**src/rtl/core/nsps_pkg.sv**
```systemverilog
// ----------------------------------------------------------------------------
// nsps_pkg
// Shared constants, types and command/status bundles for the nearest
// segment point search block.
// ----------------------------------------------------------------------------
package nsps_pkg;

  // Table and coordinate sizing.
  localparam int MAX_SEGMENTS = 64;
  localparam int COORD_BITS   = 20;
  localparam int SLOT_W       = $clog2(MAX_SEGMENTS);
  localparam int CNT_W        = $clog2(MAX_SEGMENTS + 1);
  localparam int SLOT_FIELD_W = 6;
  localparam int CMD_W        = 2;
  localparam int WEIGHT_W     = 8;
  localparam int PROD_W       = 2 * COORD_BITS;
  localparam int SCORE_W      = PROD_W + WEIGHT_W + 1;

  localparam logic [WEIGHT_W-1:0] WEIGHT_RESET = 8'd50;

  // Item command codes.
  typedef enum logic [CMD_W-1:0] {
    CMD_WRITE  = 2'd0,
    CMD_REMOVE = 2'd1,
    CMD_QUERY  = 2'd2
  } cmd_e;

  // Controller states.
  typedef enum logic [3:0] {
    ST_IDLE,
    ST_FETCH,
    ST_LOAD,
    ST_MUL,
    ST_DIVST,
    ST_DIV,
    ST_NY,
    ST_SQ,
    ST_WGT,
    ST_CMP,
    ST_NEXT,
    ST_DONE
  } state_e;

  // One stored segment.
  typedef struct packed {
    logic signed [COORD_BITS-1:0] sx;
    logic signed [COORD_BITS-1:0] sy;
    logic signed [COORD_BITS-1:0] ex;
    logic signed [COORD_BITS-1:0] ey;
  } seg_t;

  // Commands from the controller to the datapath.
  typedef struct packed {
    logic tbl_write;
    logic tbl_remove;
    logic query_init;
    logic load;
    logic mul;
    logic div_start;
    logic ny;
    logic sq;
    logic wgt;
    logic cmp;
    logic idx_inc;
  } dp_cmd_t;

  // Status from the datapath to the controller.
  typedef struct packed {
    logic empty;
    logic cur_valid;
    logic last;
    logic div_done;
  } dp_status_t;

endpackage

```
**src/rtl/core/nsps_ctrl.sv**
```systemverilog
// ----------------------------------------------------------------------------
// nsps_ctrl
// Sequencer for the block: takes words in idle and walks a query over
// every table slot, one projection and score at a time.
// ----------------------------------------------------------------------------
module nsps_ctrl (
  input  logic                          clk_i,
  input  logic                          rst_ni,
  input  logic                          start_i,
  input  logic [nsps_pkg::CMD_W-1:0]    cmd_i,
  input  nsps_pkg::dp_status_t          status_i,
  output nsps_pkg::dp_cmd_t             cmd_o,
  output logic                          busy_o,
  output logic                          done_o
);

  nsps_pkg::state_e st_q, st_d;

  // State register.
  always_ff @(posedge clk_i or negedge rst_ni) begin
    if (!rst_ni) begin
      st_q <= nsps_pkg::ST_IDLE;
    end else begin
      st_q <= st_d;
    end
  end

  // Next state.
  always_comb begin
    st_d = st_q;
    case (st_q)
      nsps_pkg::ST_IDLE: begin
        if (start_i && cmd_i == nsps_pkg::CMD_QUERY) begin
          st_d = status_i.empty ? nsps_pkg::ST_DONE : nsps_pkg::ST_FETCH;
        end
      end
      nsps_pkg::ST_FETCH: begin
        st_d = status_i.cur_valid ? nsps_pkg::ST_LOAD : nsps_pkg::ST_NEXT;
      end
      nsps_pkg::ST_LOAD:  st_d = nsps_pkg::ST_MUL;
      nsps_pkg::ST_MUL:   st_d = nsps_pkg::ST_DIVST;
      nsps_pkg::ST_DIVST: st_d = nsps_pkg::ST_DIV;
      nsps_pkg::ST_DIV: begin
        if (status_i.div_done) begin
          st_d = nsps_pkg::ST_NY;
        end
      end
      nsps_pkg::ST_NY:    st_d = nsps_pkg::ST_SQ;
      nsps_pkg::ST_SQ:    st_d = nsps_pkg::ST_WGT;
      nsps_pkg::ST_WGT:   st_d = nsps_pkg::ST_CMP;
      nsps_pkg::ST_CMP:   st_d = nsps_pkg::ST_NEXT;
      nsps_pkg::ST_NEXT: begin
        st_d = status_i.last ? nsps_pkg::ST_DONE : nsps_pkg::ST_FETCH;
      end
      nsps_pkg::ST_DONE:  st_d = nsps_pkg::ST_IDLE;
      default:            st_d = nsps_pkg::ST_IDLE;
    endcase
  end

  // Outputs.
  always_comb begin
    cmd_o  = '0;
    busy_o = 1'b1;
    done_o = 1'b0;
    case (st_q)
      nsps_pkg::ST_IDLE: begin
        busy_o = 1'b0;
        if (start_i) begin
          case (cmd_i)
            nsps_pkg::CMD_WRITE:  cmd_o.tbl_write  = 1'b1;
            nsps_pkg::CMD_REMOVE: cmd_o.tbl_remove = 1'b1;
            nsps_pkg::CMD_QUERY:  cmd_o.query_init = 1'b1;
            default:              cmd_o = '0;
          endcase
        end
      end
      nsps_pkg::ST_LOAD:  cmd_o.load      = 1'b1;
      nsps_pkg::ST_MUL:   cmd_o.mul       = 1'b1;
      nsps_pkg::ST_DIVST: cmd_o.div_start = 1'b1;
      nsps_pkg::ST_NY:    cmd_o.ny        = 1'b1;
      nsps_pkg::ST_SQ:    cmd_o.sq        = 1'b1;
      nsps_pkg::ST_WGT:   cmd_o.wgt       = 1'b1;
      nsps_pkg::ST_CMP:   cmd_o.cmp       = 1'b1;
      nsps_pkg::ST_NEXT:  cmd_o.idx_inc   = !status_i.last;
      nsps_pkg::ST_DONE:  done_o          = 1'b1;
      default:            cmd_o = '0;
    endcase
  end

`ifndef SYNTHESIS
  // A result strobe lasts one cycle and returns the block to idle.
  a_done_to_idle: assert property (@(posedge clk_i) disable iff (!rst_ni)
    done_o |=> !busy_o)
    else $error("result strobe not followed by idle");

  // An accepted query always makes the block busy.
  a_query_busy: assert property (@(posedge clk_i) disable iff (!rst_ni)
    (start_i && !busy_o && cmd_i == nsps_pkg::CMD_QUERY) |=> busy_o)
    else $error("query accepted without going busy");

  // The divider completes only while the sequencer waits on it.
  a_div_wait: assert property (@(posedge clk_i) disable iff (!rst_ni)
    status_i.div_done |-> st_q == nsps_pkg::ST_DIV)
    else $error("divider finished outside its wait state");
`endif

endmodule

```
**config.mk**
```make
export PLATFORM = sky130hd
export DESIGN_NAME = nsps_ctrl
export DESIGN_NICKNAME = d
export VERILOG_FILES = /design/src/rtl/core/nsps_pkg.sv /design/src/rtl/core/nsps_ctrl.sv
export SDC_FILE = /design/constraint.sdc
export NUM_CORES = 1
export LEC_CHECK = 0
export BUFFER_PORTS_ARGS = -buffer_cell sky130_fd_sc_hd__buf_2
export CAP_MARGIN = 0
export CELL_PAD_IN_SITES_DETAIL_PLACEMENT = 0
export CELL_PAD_IN_SITES_GLOBAL_PLACEMENT = 2
export CORE_MARGIN = 3
export CORE_UTILIZATION = 21
export DETAILED_ROUTE_END_ITERATION = 7
export GPL_TIMING_DRIVEN = 0
export PLACE_DENSITY_LB_ADDON = 0.12
export SYNTH_ARGS = -nofsm -noshare
export SYNTH_HDL_FRONTEND = slang
export SYNTH_SLANG_ARGS = --single-unit
```
**constraint.sdc**
```tcl
create_clock -name clk_i -period 2.1 [get_ports clk_i]
set_input_delay 0.42 -clock clk_i [delete_from_list [all_inputs] [get_ports clk_i]]
set_output_delay 0.42 -clock clk_i [all_outputs]
set_load 0.1 [all_outputs]
```
==> results of run 1 <==
[worst register-to-register path, stage by stage (launching register included)]
cell,delay (ns)
dfrtp_1,0.39
buf_4,0.16
or4b_1,0.50
a31o_1,0.25
a311oi_2,0.23
[metal layers]
layer,wire length (um),track usage,up-vias,share of wire
met3,75,0.01529,4,0.056
met5,0,0,-,0
li1,-,-,254,-
met2,622,0.1696,22,0.47
met4,34,0.1198,0,0.025
met1,604,0.1547,223,0.45
[worst paths after layout]
check	from	end	slack [ns]	cells past startpoint
worst max-delay path	st_q[2]	cmd_o[10]	-0.03	5
worst min-delay path	status_i[0]	st_q[0]	0.49	3
worst max register to register	st_q[0]	st_q[3]	0.48	4
worst min register to register	st_q[2]	st_q[2]	0.82	4
max in group asynchronous	rst_ni	st_q[3]	1.44	2
min in group asynchronous	rst_ni	st_q[2]	0.53	2
[final cells by class]
class	count	share of cell area
Multi-Input combinational cell	41	0.4473
Timing Repair Buffer	31	0.2780
Sequential cell	4	0.1310
Buffer	4	0.04792
Tap cell	25	0.03994
Clock buffer	3	0.02875
Inverter	2	0.02716
[cell families (layout without fill, tap and decap cells)]
logic type                count (synthesis)  count (layout)  synth area share
AOI/OAI and AO/OA                        10              10            0.2025
xor gates and xnor gates                  1               1           0.02216
buffers and inverters                     6              40           0.06331
DFF                                       4               4            0.2532
and+or+nand+nor                          30              30            0.4589
[layout by cell type (no fill, tap or decap), types with 2 or more instances in the layout]
cell | Yosys | routed
buf_6 | 0 | 5
clkbuf_4 | 0 | 6
dfrtp_1 | 4 | 2
nand2b_1 | 4 | 3
buf_4 | 0 | 11
nor2_1 | 7 | 3
nor3_4 | 0 | 3
nand2_1 | 3 | 3
dfrtp_2 | 0 | 2
nor2_2 | 0 | 4
buf_2 | 2 | 13
nand3b_1 | 2 | 2
nor3_2 | 0 | 2
o21ai_0 | 2 | 2
[per-stage QoR]
stage / setup TNS (ns) / total power, mW
final: -0.03186 / 1.346
after global routing: -0.1764 / 1.424
after global placement: -0.09713 / 1.116
after floorplan: -1.086 / 0.9746
after CTS: -0.04066 / 1.326
after detailed placement: -0.08844 / 1.113
[power by group through the flow]
stage	registers (mW)	clock network [mW]	logic (mW)
3_3_place_gp	0.163	0	0.953
6_report	0.159	0.0923	1.09
3_5_place_dp	0.161	0	0.952
5_1_grt	0.164	0.107	1.15
4_1_cts	0.161	0.0972	1.07
2_1_floorplan	0.147	0	0.828
[what timing repair did]
action                     in CTS  in global routing
cloned                          0                  0
gates resized for setup        10                  5
hold buffers                    1                  0
pin swaps                       1                  1
setup endpoints to repair       9                  7
buffers inserted                7                  2
hold endpoints to repair        4                  0
==> metrics.md, run 1 <==
| Metric | Value |
|---|---|
| PnR worst setup slack | `-0.03186 ns` |
| P_int | `between 0.5 and 0.6 mW` |
| Core Region | `1745 um2` |
| Asr flop ratio synth | `1.000` |
| Final cell count without fillers | `between 100 and 150` |
| Pre-antenna DRT Iters | `5` |
| DRC viols | `0` |
| Post-route ant nets | `0` |
| Synth cell types | `28` |
| CTS H-tree depth | `1` |
| Final #Nets | `96` |
| Worst Setup Slack post-DPL | `-0.04526 ns` |
| Peak fanout along the critical path | `4` |
| Max Fclk | `roughly 470 MHz` |
| Die width | `49.39 um` |
| Clock tree buffer depth | `2` |
| Min-Delay Path Class | `input port to register` |
| Synth Flop Type | `dfrtp_1` |
| Area delta synth->final | `98.10%` |
| Psw | `0.7699 mW` |
| Largest register by flop count | `st_q` |
| Post-Syn Instances | `slightly above 50` |
| Status | `complete, but fails checks` |
| Worst Path Arrival | `about 1.7 ns` |
| Max Slew Vio Count | `0` |
| Ant diodes | `0` |
| Final non-filler cell area | `~800 um2` |
| Sequential cell area | `a little over 100 um2` |
| WP buf/inv | `3` |
| CTS Root Cell | `clkbuf_4` |
| GP Congestion | `around 0.65` |
| Antenna violations before repair | `0` |
| GRT overflow | `0` |
| Sequential share of the synthesized area | `0.2532` |
| Num CTS Buffers | `3` |
| Clock latency on the worst-skew pair | `between 0.2 and 0.25 ns` |
| Final WL | `between 1000 and 1500 um` |
| Sw frac | `0.5720` |
| Flop pwr share | `0.118` |
| Hold slack | `slightly below 0.5 ns` |
| Inst Count DP | `just under 100` |
| Syn avg cell area | `7.753 um2` |
| Setup crit end kind | `output port` |
| Row cnt | `15` |
| Count leader, synth | `nor2_1` |
| Multi-input logic area | `around 350 um2` |
| Pwr/cell area | `between 1500 and 2000 nW/um2` |
| # IOs | `22` |
| Crit path max-delay cell type | `dfrtp_1` |
| Fin. Hold Viols | `0` |
| Slew of the pin with the lowest slew margin | `around 0.49 ns` |
| Die area | `between 2000 and 2500 um2` |
| Synth Warn # | `0` |
| Leakage | `0.3647 nW` |
| Max-cap violations | `0` |
| CP cell instances | `clkbuf_8 > nor4_4 > bufinv_8 > nor4b_4 > buf_6` |
| Placed cell areas | `between 600 and 700 um2` |
| Min Tclk post-route | `~2.1 ns` |
| Top-area cell type share of the netlist area | `0.2532` |
| RSZ-0062 raised after global routing | `true` |
| Tot GR Track Use | `0.1211` |
| Mapped Area | `~400 um2` |
| PortBufs | `21` |
| Failing checks | `setup timing` |
| Finished Core Util | `0.4487` |
| Max rail drop VDD | `around 0.46 mV` |
| Die height | `roughly 50 um` |
| Biggest area consumer among synthesized cells | `dfrtp_1` |
| Fillers | `roughly 180` |
| Starting Density | `0.2265` |
| DPL Wire Length | `~930 um` |
| CTS sink cnt | `4` |
| Via count | `503` |
| Delay of the slowest critical-path stage | `~0.37 ns` |
| Largest net degree at the start of global routing | `11` |
| Clock share of power | `0.069` |
| CP required | `1.68 ns` |
| Avg WL per Cell | `approximately 12 um` |
| Top Registers | `st_q (4)` |
| EDFF count, synth | `0` |
| Initial DRC Count | `7` |
| Vias in the first global route | `slightly below 500` |
| CTS tree | `done` |
| Layout cells sized above 1 | `0.6471` |
| CP delay by family, top | `buffers and inverters` |
| Logic pwr share | `0.813` |
| Final Cycle Share | `1.015` |
| Synth cell count leaders | `7 x nor2_1, 5 x nor3_1, 4 x dfrtp_1, 4 x nand2b_1, 3 x nand2_1` |
| Critical path type | `register to output port` |
| Crit start category | `register` |
| Syn_nets | `60` |
| Clk_skew | `0.0001720 ns` |
| Worst rel slew slack | `0.6773` |
| #FFs+latches synth | `4` |
| Max FFs per register | `4` |
| Clock Pin Slew Worst Setup and Hold Paths | `0.04 ns` |
| First-pass GRT wire length | `roughly 2200 um` |
| Via/cell ratio | `4.573` |
| Cells taking the most area after synthesis | `dfrtp_1 25%, nor2_1 6.6%, nand2b_1 6.3%, nor3_1 6.3%, a311oi_2 3.8%` |
| Setup violators final | `1` |
No activity file was read; power rests on OpenSTA's default activity.
==> run 2, diff against run 1 <==
SKIP_LAST_GASP = 1   (was not set)
==> run 2 against run 1 <==
Effect of this change:
- hold slack unchanged
- critical path type unchanged
- clock skew unchanged
- total power is the same
- the run still ends with setup timing left
- largest cell class unchanged
- sequential power barely moved
- register-to-register slack barely moved
- clock power barely moved
==> metrics.md, run 2 (same netlist as run 1, synthesis figures left out) <==
| Metric | Value |
|---|---|
| Max-cap violations | `0` |
| DRC viols | `0` |
| Clk_skew | `0.0001720 ns` |
| Fin. Hold Viols | `0` |
| RSZ-0062 raised after global routing | `true` |
| Largest net degree at the start of global routing | `11` |
| Max Fclk | `between 400 and 500 MHz` |
| Leakage | `0.3647 nW` |
| DPL Wire Length | `a little over 900 um` |
| CTS Root Cell | `clkbuf_4` |
| Clock Pin Slew Worst Setup and Hold Paths | `0.04 ns` |
| Clock latency on the worst-skew pair | `0.23 ns` |
| Max Slew Vio Count | `0` |
| Peak fanout along the critical path | `4` |
| Area delta synth->final | `98.10%` |
| Avg WL per Cell | `12.15 um` |
| GP Congestion | `approximately 0.65` |
| CTS tree | `done` |
| Min Tclk post-route | `roughly 2.1 ns` |
| Status | `complete, but fails checks` |
| Power Total | `between 1 and 1.5 mW` |
| First-pass GRT wire length | `about 2200 um` |
| Post-route ant nets | `0` |
| PnR worst setup slack | `-0.03186 ns` |
| Via count | `just over 500` |
| Row cnt | `15` |
| CTS sink cnt | `4` |
| Final WL | `roughly 1300 um` |
| Ant diodes | `0` |
| Largest register by flop count | `st_q` |
| Setup violators final | `1` |
| Core Region | `1745 um2` |
| Max rail drop VDD | `0.4605 mV` |
| Antenna violations before repair | `0` |
| Worst rel slew slack | `0.6773` |
| Final Cycle Share | `1.015` |
| Die area | `2439 um2` |
| CTS H-tree depth | `1` |
| Placed cell areas | `about 640 um2` |
| Layout cells sized above 1 | `0.6471` |
| Vias in the first global route | `~500` |
| Commonest cells after routing, fill and taps aside | `13 x buf_2, 11 x buf_4, 6 x clkbuf_4` |
| Final non-filler cell area | `783.3 um2` |
| Initial DRC Count | `7` |
| # IOs | `22` |
| PortBufs | `21` |
| Tot GR Track Use | `0.1211` |
| Failing checks | `setup timing` |
| Min-Delay Path Class | `input port to register` |
| Final #Nets | `96` |
| Crit start category | `register` |
| Pwr/cell area | `between 1500 and 2000 nW/um2` |
| CP required | `between 1.5 and 2 ns` |
| Via/cell ratio | `approximately 4.6` |
| Die width | `between 40 and 50 um` |
| Worst Path Arrival | `1.71 ns` |
| Clock tree buffer depth | `2` |
| Commonest non-fill, non-tap cell in the layout | `buf_2` |
| Num CTS Buffers | `3` |
| Pre-antenna DRT Iters | `5` |
| Starting Density | `0.2265` |
| Max FFs per register | `4` |
| GRT overflow | `0` |
| Die height | `just under 50 um` |
| Setup crit end kind | `output port` |
| Critical path type | `register to output port` |
| Slew of the pin with the lowest slew margin | `around 0.5 ns` |
| Top Registers | `st_q (4)` |
## run 2: cell counts in the layout (fill, tap and decap cells not counted)
No cell type changed its count.
## run 2: stage by stage
stage / TNS (ns) / setup slack [ns] / hold WS [ns] / util / cells
6_report: -0.03186 / -0.03186 / 0.4910 / 0.4487 / 110
3_5_place_dp: -0.08844 / -0.04526 / 0.2270 / 0.3685 / 97
3_3_place_gp: -0.09713 / -0.06059 / 0.2263 / 0.3685 / 97
4_1_cts: -0.06280 / -0.04066 / 0.4925 / 0.4294 / 108
5_1_grt: -0.1764 / -0.1301 / 0.5093 / 0.4487 / 110
2_1_floorplan: -1.086 / -0.4303 / 0.1244 / - / 51
## run 2: path summary, 6_finish.rpt
check | cells past startpoint | slack (ns) | from | to
worst max-delay path | 5 | -0.03 | st_q[2] | cmd_o[10]
worst min-delay path | 3 | 0.49 | status_i[0] | st_q[0]
worst max register to register | 4 | 0.48 | st_q[0] | st_q[3]
worst min register to register | 4 | 0.82 | st_q[2] | st_q[2]
max in group asynchronous | 2 | 1.44 | rst_ni | st_q[3]
min in group asynchronous | 2 | 0.53 | rst_ni | st_q[2]
## run 2: cell type report
class / instances / area (um2)
Timing Repair Buffer: 31 / 217.7
Clock buffer: 3 / 22.52
Inverter: 2 / 21.27
Sequential cell: 4 / 102.6
Fill cell: 176 / 962.2
Multi-Input combinational cell: 41 / 350.3
Buffer: 4 / 37.54
Tap cell: 25 / 31.28
## run 2: critical path, stage by stage (launching register included)
cell      delay (ns)
dfrtp_1         0.37
clkbuf_8        0.16
nor4_4          0.24
bufinv_8        0.24
nor4b_4         0.21
buf_6           0.26
## run 2: repair_timing
item / CTS / global route
setup endpoints to repair: 9 / 7
hold endpoints to repair: 4 / 0
buffers inserted: 7 / 2
hold buffers: 1 / 0
pin swaps: 1 / 1
gates resized for setup: 9 / 6
## run 2: metal layers
layer | wire length [um] | track usage | vias to the layer above
met2 | 622 | 0.1696 | 22
met3 | 75 | 0.01529 | 4
met4 | 34 | 0.1198 | 0
li1 | - | - | 254
met1 | 604 | 0.1547 | 223
met5 | 0 | 0 | -
## run 2: power breakdown
group | total [mW] | switching (mW) | internal (mW)
logic | 1.09 | 0.697 | 0.398
clock network | 0.0923 | 0.0285 | 0.0637
registers | 0.159 | 0.0443 | 0.115
